`src/hw/rtl/tsd_pkg.sv`:
```
`default_nettype none

package tsd_pkg;

   localparam int YearWidth   = 14;
   localparam int MonthWidth  = 4;
   localparam int DayWidth    = 5;
   localparam int HourWidth   = 5;
   localparam int MinuteWidth = 6;
   localparam int SecondWidth = 6;
   localparam int StampWidth  = YearWidth + MonthWidth + DayWidth + HourWidth
                                + MinuteWidth + SecondWidth;

   localparam int ElapsedWidth  = 39;
   localparam int RspDataWidth  = ((ElapsedWidth + 7) / 8) * 8;
   localparam int ReqDataWidth  = ((2 * StampWidth + 7) / 8) * 8;

   // day number fits 24 bits signed, seconds since epoch 41 bits signed
   localparam int DayNumWidth  = 24;
   localparam int TimeWidth    = 41;
   localparam int TodWidth     = 17;
   localparam int NumStages    = 5;

   // x / 25 == (x * Recip25) >> Recip25Shift for x below 4096
   localparam int Recip25Width = 13;
   localparam logic [Recip25Width-1:0] Recip25 = 13'd5243;
   localparam int Recip25Shift = 17;

   localparam logic [8:0]  DaysPerYear   = 9'd365;
   localparam logic [11:0] SecsPerHour   = 12'd3600;
   localparam logic [5:0]  SecsPerMinute = 6'd60;
   localparam logic [17:0] SecsPerDay    = 18'd86400;
   // 1 january of year zero sits one leap year before day 1
   localparam logic signed [DayNumWidth-1:0] YearZeroBase = -24'sd366;

   typedef struct packed {
      logic [SecondWidth-1:0] second;
      logic [MinuteWidth-1:0] minute;
      logic [HourWidth-1:0]   hour;
      logic [DayWidth-1:0]    day;
      logic [MonthWidth-1:0]  month;
      logic [YearWidth-1:0]   year;
   } stamp_type;

   // days before the first of the month, months outside 1..12 count as january
   function automatic logic [8:0] days_before_month(input logic [MonthWidth-1:0] month,
                                                    input logic leap);
      logic [8:0] days;
      unique case (month)
         4'd2:    days = 9'd31;
         4'd3:    days = 9'd59;
         4'd4:    days = 9'd90;
         4'd5:    days = 9'd120;
         4'd6:    days = 9'd151;
         4'd7:    days = 9'd181;
         4'd8:    days = 9'd212;
         4'd9:    days = 9'd243;
         4'd10:   days = 9'd273;
         4'd11:   days = 9'd304;
         4'd12:   days = 9'd334;
         default: days = 9'd0;
      endcase
      if (leap && month >= 4'd3 && month <= 4'd12) begin
         days = days + 9'd1;
      end
      return days;
   endfunction

endpackage

`default_nettype wire

```
`src/hw/rtl/timestamp_seconds_difference.sv`:
```
// timestamp_seconds_difference
// takes two gregorian timestamps in one transaction on the req_ channel and
// returns the absolute number of seconds between them on the rsp_ channel.
// dates count from 1 january of year 1 with the 4/100/400 leap rule; fields
// are not range checked, out-of-range values carry arithmetically.
// a request passes the stage registers in order on its way to rsp_tvalid.
// throughput: one transaction per cycle while the output is not stalled,
// set by a five stage pipeline (operand multiplies, day number sum, scale
// by 86400, time of day add, subtract and absolute value), no shared unit.
// each stage holds its own valid bit and advances when the stage after it
// is empty or moving, so a stall on rsp_tready backs up stage by stage and
// bubbles are squeezed out; req_tready stays high while stage one can load.
// reset clears all valid bits; payload registers are not reset.
`default_nettype none

module timestamp_seconds_difference
   import tsd_pkg::*;
(
   input  wire logic                    clock,
   input  wire logic                    reset,
   input  wire logic                    req_tvalid,
   output logic                         req_tready,
   // year_a, month_a, day_a, hour_a, minute_a, second_a,
   // year_b, month_b, day_b, hour_b, minute_b, second_b
   input  wire logic [ReqDataWidth-1:0] req_tdata,
   output logic                         rsp_tvalid,
   input  wire logic                    rsp_tready,
   // elapsed_seconds, one zero pad bit on top
   output logic [RspDataWidth-1:0]      rsp_tdata
);

   logic [NumStages-1:0] valid_ff, valid_in, stage_rdy;

   stamp_type stamp [2];

   // stage 1: operand products
   logic [22:0]                 base365_ff [2], base365_in [2];
   logic [24:0]                 p100_ff [2], p100_in [2];
   logic [22:0]                 p400_ff [2], p400_in [2];
   logic [24:0]                 py100_ff [2], py100_in [2];
   logic [22:0]                 py400_ff [2], py400_in [2];
   logic [11:0]                 q4_ff [2], q4_in [2];
   logic [TodWidth-1:0]         tod1_ff [2], tod1_in [2];
   logic [YearWidth-1:0]        year_ff [2];
   logic [MonthWidth-1:0]       month_ff [2];
   logic [DayWidth-1:0]         mday_ff [2];
   // stage 2: day number
   logic signed [DayNumWidth-1:0] day_ff [2], day_in [2];
   logic                          leap_ff [2], leap_in [2];
   logic                          yzero_ff [2];
   logic [TodWidth-1:0]           tod2_ff [2];
   // stage 3: day number in seconds
   logic signed [TimeWidth-1:0]   prod_ff [2], prod_in [2];
   logic [TodWidth-1:0]           tod3_ff [2];
   // stage 4: full time in seconds
   logic signed [TimeWidth-1:0]   time_ff [2], time_in [2];
   // stage 5: result
   logic [ElapsedWidth-1:0]       elapsed_ff, elapsed_in;

   logic signed [TimeWidth-1:0]   delta;

   assign stamp[0] = stamp_type'(req_tdata[StampWidth-1:0]);
   assign stamp[1] = stamp_type'(req_tdata[2*StampWidth-1:StampWidth]);

   // per-stage ready chain from the output back
   always_comb begin
      stage_rdy[NumStages-1] = !valid_ff[NumStages-1] || rsp_tready;
      for (int k = NumStages - 2; k >= 0; k--) begin
         stage_rdy[k] = !valid_ff[k] || stage_rdy[k+1];
      end
      valid_in[0] = stage_rdy[0] ? req_tvalid : valid_ff[0];
      for (int k = 1; k < NumStages; k++) begin
         valid_in[k] = stage_rdy[k] ? valid_ff[k-1] : valid_ff[k];
      end
   end

   assign req_tready = stage_rdy[0];

   always_ff @(posedge clock) begin
      if (reset) begin
         valid_ff <= '0;
      end else begin
         valid_ff <= valid_in;
      end
   end

   always_comb begin
      logic [YearWidth-1:0] prior;
      logic [7:0]           y100, q100;
      logic [5:0]           y400, q400;
      logic [12:0]          y100x25;
      logic [10:0]          y400x25;
      logic                 y4z, y100z, y400z;
      logic [8:0]           off;
      logic signed [DayNumWidth-1:0] dsum;
      for (int i = 0; i < 2; i++) begin
         // stage 1
         prior = stamp[i].year - YearWidth'(1);
         base365_in[i] = 23'(prior * DaysPerYear);
         q4_in[i]      = prior[YearWidth-1:2];
         p100_in[i]    = 25'(prior[YearWidth-1:2] * Recip25);
         p400_in[i]    = 23'(prior[YearWidth-1:4] * Recip25);
         py100_in[i]   = 25'(stamp[i].year[YearWidth-1:2] * Recip25);
         py400_in[i]   = 23'(stamp[i].year[YearWidth-1:4] * Recip25);
         tod1_in[i]    = TodWidth'(stamp[i].hour * SecsPerHour)
                         + TodWidth'(stamp[i].minute * SecsPerMinute)
                         + TodWidth'(stamp[i].second);

         // stage 2: leap test and day number
         y100    = p100_ff[i][24:Recip25Shift];
         q100    = y100;
         y400    = p400_ff[i][22:Recip25Shift];
         q400    = y400;
         y100    = py100_ff[i][24:Recip25Shift];
         y400    = py400_ff[i][22:Recip25Shift];
         y100x25 = {1'b0, y100, 4'b0} + {2'b0, y100, 3'b0} + {5'b0, y100};
         y400x25 = {1'b0, y400, 4'b0} + {2'b0, y400, 3'b0} + {5'b0, y400};
         y4z     = (year_ff[i][1:0] == 2'd0);
         y100z   = y4z && ({1'b0, year_ff[i][YearWidth-1:2]} == y100x25);
         y400z   = (year_ff[i][3:0] == 4'd0)
                   && ({1'b0, year_ff[i][YearWidth-1:4]} == y400x25);
         leap_in[i] = y4z && (!y100z || y400z);
         off = days_before_month(month_ff[i], leap_in[i]);
         if (year_ff[i] == '0) begin
            dsum = YearZeroBase;
         end else begin
            dsum = $signed({1'b0, base365_ff[i]})
                   + $signed(DayNumWidth'(q4_ff[i]))
                   - $signed(DayNumWidth'(q100))
                   + $signed(DayNumWidth'(q400));
         end
         day_in[i] = dsum + $signed(DayNumWidth'(off)) + $signed(DayNumWidth'(mday_ff[i]));

         // stage 3
         prod_in[i] = TimeWidth'(day_ff[i] * $signed(SecsPerDay));

         // stage 4
         time_in[i] = prod_ff[i] + $signed(TimeWidth'(tod3_ff[i]));
      end

      // stage 5
      delta = time_ff[1] - time_ff[0];
      elapsed_in = delta[TimeWidth-1] ? ElapsedWidth'(-delta) : ElapsedWidth'(delta);
   end

   always_ff @(posedge clock) begin
      for (int i = 0; i < 2; i++) begin
         if (stage_rdy[0]) begin
            base365_ff[i] <= base365_in[i];
            p100_ff[i]    <= p100_in[i];
            p400_ff[i]    <= p400_in[i];
            py100_ff[i]   <= py100_in[i];
            py400_ff[i]   <= py400_in[i];
            q4_ff[i]      <= q4_in[i];
            tod1_ff[i]    <= tod1_in[i];
            year_ff[i]    <= stamp[i].year;
            month_ff[i]   <= stamp[i].month;
            mday_ff[i]    <= stamp[i].day;
         end
         if (stage_rdy[1]) begin
            day_ff[i]   <= day_in[i];
            leap_ff[i]  <= leap_in[i];
            yzero_ff[i] <= (year_ff[i] == '0);
            tod2_ff[i]  <= tod1_ff[i];
         end
         if (stage_rdy[2]) begin
            prod_ff[i] <= prod_in[i];
            tod3_ff[i] <= tod2_ff[i];
         end
         if (stage_rdy[3]) begin
            time_ff[i] <= time_in[i];
         end
      end
      if (stage_rdy[4]) begin
         elapsed_ff <= elapsed_in;
      end
   end

   assign rsp_tvalid = valid_ff[NumStages-1];
   assign rsp_tdata  = RspDataWidth'(elapsed_ff);

   // stage 4 keeps its transaction while stalled
   a_stage_hold: assert property (@(posedge clock) disable iff (reset)
      (valid_ff[3] && !stage_rdy[3]) |=> valid_ff[3])
      else $error("stage 4 dropped a stalled transaction");

   // stage 1 loads only when its downstream can take what it held
   a_no_overwrite: assert property (@(posedge clock) disable iff (reset)
      (valid_ff[0] && !stage_rdy[1]) |-> !req_tready)
      else $error("stage 1 accepted over a blocked transaction");

   // year zero is a leap year and starts the lowest day number
   a_year_zero_leap: assert property (@(posedge clock) disable iff (reset)
      (valid_ff[1] && yzero_ff[0]) |-> (leap_ff[0] && day_ff[0] >= YearZeroBase))
      else $error("year zero handling broken");

   // day numbers never fall below the year zero base
   a_day_range: assert property (@(posedge clock) disable iff (reset)
      valid_ff[1] |-> (day_ff[1] >= YearZeroBase && day_ff[0] >= YearZeroBase))
      else $error("day number out of range");

endmodule

`default_nettype wire
```
`config.mk`:
```
export PLATFORM = sky130hd
export DESIGN_NAME = timestamp_seconds_difference
export DESIGN_NICKNAME = d
export VERILOG_FILES = /design/src/hw/rtl/tsd_pkg.sv /design/src/hw/rtl/timestamp_seconds_difference.sv
export SDC_FILE = /design/constraint.sdc
export NUM_CORES = 2
export LEC_CHECK = 0
export ABC_AREA = 1
export BUFFER_PORTS_ARGS = -buffer_cell sky130_fd_sc_hd__buf_2
export CORE_ASPECT_RATIO = 0.9
export CORE_UTILIZATION = 45
export DETAILED_ROUTE_END_ITERATION = 10
export GPL_TIMING_DRIVEN = 0
export HOLD_SLACK_MARGIN = 0.03
export PLACE_DENSITY = 0.58
export SLEW_MARGIN = 5
export SYNTH_ARGS = -nofsm -noshare
export SYNTH_HDL_FRONTEND = slang
export SYNTH_SLANG_ARGS = --single-unit
```
`constraint.sdc`:
```
create_clock -name clock -period 36.1 [get_ports clock]
set_input_delay 7.22 -clock clock [delete_from_list [all_inputs] [get_ports clock]]
set_output_delay 7.22 -clock clock [all_outputs]
set_load 0.01 [all_outputs]
```
==> metrics <==
Die Area 139600 sq um; clk_skew about 0.027 ns; CTS clk-pin slew, worst paths approximately 0.06 ns; Synth cell types between 60 and 70; Final Max Slew Viols 0; number of global-route vias before repair around 45000; TritonCTS clock tree done; crit-path cells buf_2 -> nor2_1 -> inv_2 -> nor2_1 -> inv_4 -> nor2_1 -> inv_4 -> nor2_1 -> nand2_4 -> buf_16 -> buf_16 -> buf_2; Max Clk Rate around 0.057 GHz; IO Pins 126; Most used DFF post-synth edfxtp_1; area grow syn2layout 8.241%; total global routing track utilization 0.2005; Post-synth EDFFs ~510; Net count, final slightly below 9000; Final min period 17.49 ns; row count approximately 130; ys async rst share 0; post-CTS resize count 0; Worst Path Required between 20 and 30 ns; WL final approximately 140000 um; Die Ht 354.6 um; Post-Syn Instances around 7000; Crit path max-delay family buffers and inverters; largest net degree at the start of global routing approximately 70; max_cap viols 0; gr ovfl total 0; routed len/inst 15.28 um; crit path DAT between 10 and 15 ns; slew of the pin with the lowest slew margin 1.235 ns; filler instances 13050; endpoints failing hold 0; Post-CTS Setup Repair Bufs 0; ANT nets after route 0; DRT iter0 DRCs 1750; Critical path buffers and inverters 7; layout cells sized above 1 0.04511; initial core utilization 0.4566; Hold Crit Class reg -> reg; setup violators final 0; WL met1 65930 um; number of synthesized register bits 516; First-pass DRT Iterations 5; Port Buffers ~120; Avg Vias per Cell between 4 and 5; Core Box Area roughly 140000 sq um; gpl congestion between 0.9 and 1; mean post-synth cell area about 9 sq um; RSZ-0062 raised after global routing false; Worst path most repeated cell nor2_1; dpl hpwl about 120000 um; Syn Nets roughly 8600; Post-CTS Hold Fix Bufs 0; WHS around 0.41 ns; Max Root-Sink Buffers 3; CTS Buf Count about 60; Setup CP Type in -> out; status finished, final reports clean; Root Driver clkbuf_16; Slew headroom 0.1736; Top Metal Used met5; first-pass GRT wire length approximately 230000 um; Tcrit/Tclk final 0.4844; CP max stage delay around 0.54 ns; crit-path max FO 47; fraction of the yosys area taken by sequential cells 0.2485; htree depth 2; DRC Markers 0; Vias 44710; Die W ~400 um; endpoint type of the worst setup path output pin; clock sinks around 520; area of the multi-input gates slightly above 40000 sq um; insertion delay to the later sink of the worst-skew pair ~0.66 ns; Setup TNS 0 ns; synthesis warning total 0; FF/Latch Area 15440 sq um; routed wl met2 roughly 64000 um; initial antenna violation count 11; WL met3 roughly 5600 um; Setup crit start kind input pin; synthesized area about 62000 sq um; critical path's slowest cell inv_2
## worst paths after layout
path | start | to | slack, ns | cells after the start
setup reg to reg | py400_ff[0][18] | day_ff[0][23] | 29.31 | 31
hold reg to reg | tod2_ff[0][1] | tod3_ff[0][1] | 0.41 | 0
setup / recovery | rsp_tready | req_tready | 18.61 | 12
hold / removal | tod2_ff[0][1] | tod3_ff[0][1] | 0.41 | 0
## cell usage in the layout (no fill, tap or decap), types with 11 or more instances in the layout
cell / instances
a21oi_1: 405
nand4_1: 74
ha_1: 1064
o31ai_1: 13
o21bai_1: 25
nor2_1: 409
clkbuf_16: 59
a31oi_1: 19
o21ai_0: 193
a21boi_0: 13
xnor2_1: 116
o21ai_1: 15
nor2_2: 13
o21a_1: 14
xor2_1: 280
edfxtp_1: 511
o211ai_1: 11
nor4_1: 19
nand2_2: 27
nand2_1: 1063
buf_2: 127
fa_1: 532
a21o_1: 36
clkinv_2: 18
nand3_1: 250
nor3_1: 69
clkbuf_1: 11
inv_1: 1637
nand3b_1: 23
## layer usage
layer	vias to the layer above	GRT usage
li1	22840	-
met5	-	0
met4	14	0.04358
met1	21060	0.2748
met2	632	0.3375
met3	166	0.02653
## cells by family (layout without fill, tap and decap cells)
kind of cell | Yosys count | in the layout | synth area share
xor+xnor | 397 | 397 | 0.05606
fa+ha+maj | 1596 | 1596 | 0.3855
flops | 516 | 516 | 0.2485
simple gates | 1989 | 1989 | 0.1361
other cells | 1 | 4 | 0.00006033
compound gates | 804 | 804 | 0.07309
buf+inv | 1660 | 1902 | 0.1007
## final cells by class
type / count / share of cell area
tap: 1820 / 0.03385
inverter: 1645 / 0.09189
buffer: 15 / 0.001227
antenna: 3 / 0.0001116
multi-input combinational: 4787 / 0.6014
timing repair buffer: 131 / 0.01209
clock buffer: 65 / 0.02273
clock inverter: 46 / 0.007141
sequential: 516 / 0.2296
## state kept, by name, indices dropped and copies added (netlist names)
signal,flops
base365_ff,46
day_ff,48
elapsed_ff,39
mday_ff,10
month_ff,8
p100_ff,16
p400_ff,12
prod_ff,68
py100_ff,16
py400_ff,12
q4_ff,24
time_ff,82
tod1_ff,34
tod2_ff,34
tod3_ff,34
valid_ff,5
year_ff,28
## stage by stage
step | area, sq um | worst slack [ns] | utilization | std cells
6_report | 67280 | 18.61 | 0.4942 | 9028
2_1_floorplan | 62160 | 12.20 | - | 6963
5_1_grt | 67270 | 18.27 | 0.4942 | 9025
4_1_cts | 67270 | 18.47 | 0.4942 | 9025
3_3_place_gp | 65050 | 7.014 | 0.4779 | 8907
3_5_place_dp | 65260 | 18.47 | 0.4794 | 8914
## synthesized netlist by cell type, types with 7 or more instances
cell / number / share of area
nand3_1: 250 / 0.020
xor2_1: 280 / 0.039
nand2_2: 27 / 0.0027
fa_1: 532 / 0.17
o21bai_1: 25 / 0.0030
a31oi_1: 19 / 0.0019
xnor2_1: 116 / 0.016
o21a_1: 14 / 0.0017
o22ai_1: 7 / 0.00070
nor2_2: 13 / 0.0013
o2111ai_1: 10 / 0.0014
nand3_2: 8 / 0.0013
nor4_1: 19 / 0.0019
nand3b_1: 23 / 0.0028
o211ai_1: 11 / 0.0013
and2_1: 9 / 0.00091
inv_1: 1641 / 0.099
nand4_1: 74 / 0.0074
a21oi_1: 405 / 0.033
a21o_1: 36 / 0.0043
a211oi_1: 10 / 0.0012
o21ai_1: 15 / 0.0012
o31ai_1: 13 / 0.0016
a221oi_1: 8 / 0.0011
nor2_1: 409 / 0.025
a21boi_0: 13 / 0.0016
ha_1: 1064 / 0.21
o21ai_0: 193 / 0.016
or2_2: 10 / 0.0010
nand2_1: 1064 / 0.064
clkbuf_1: 8 / 0.00048
edfxtp_1: 511 / 0.25
nor3_1: 69 / 0.0056
Power is left out: the tool's default activity adds up to more than one toggle a clock period on the data nets, which glitch-free logic cannot reach.
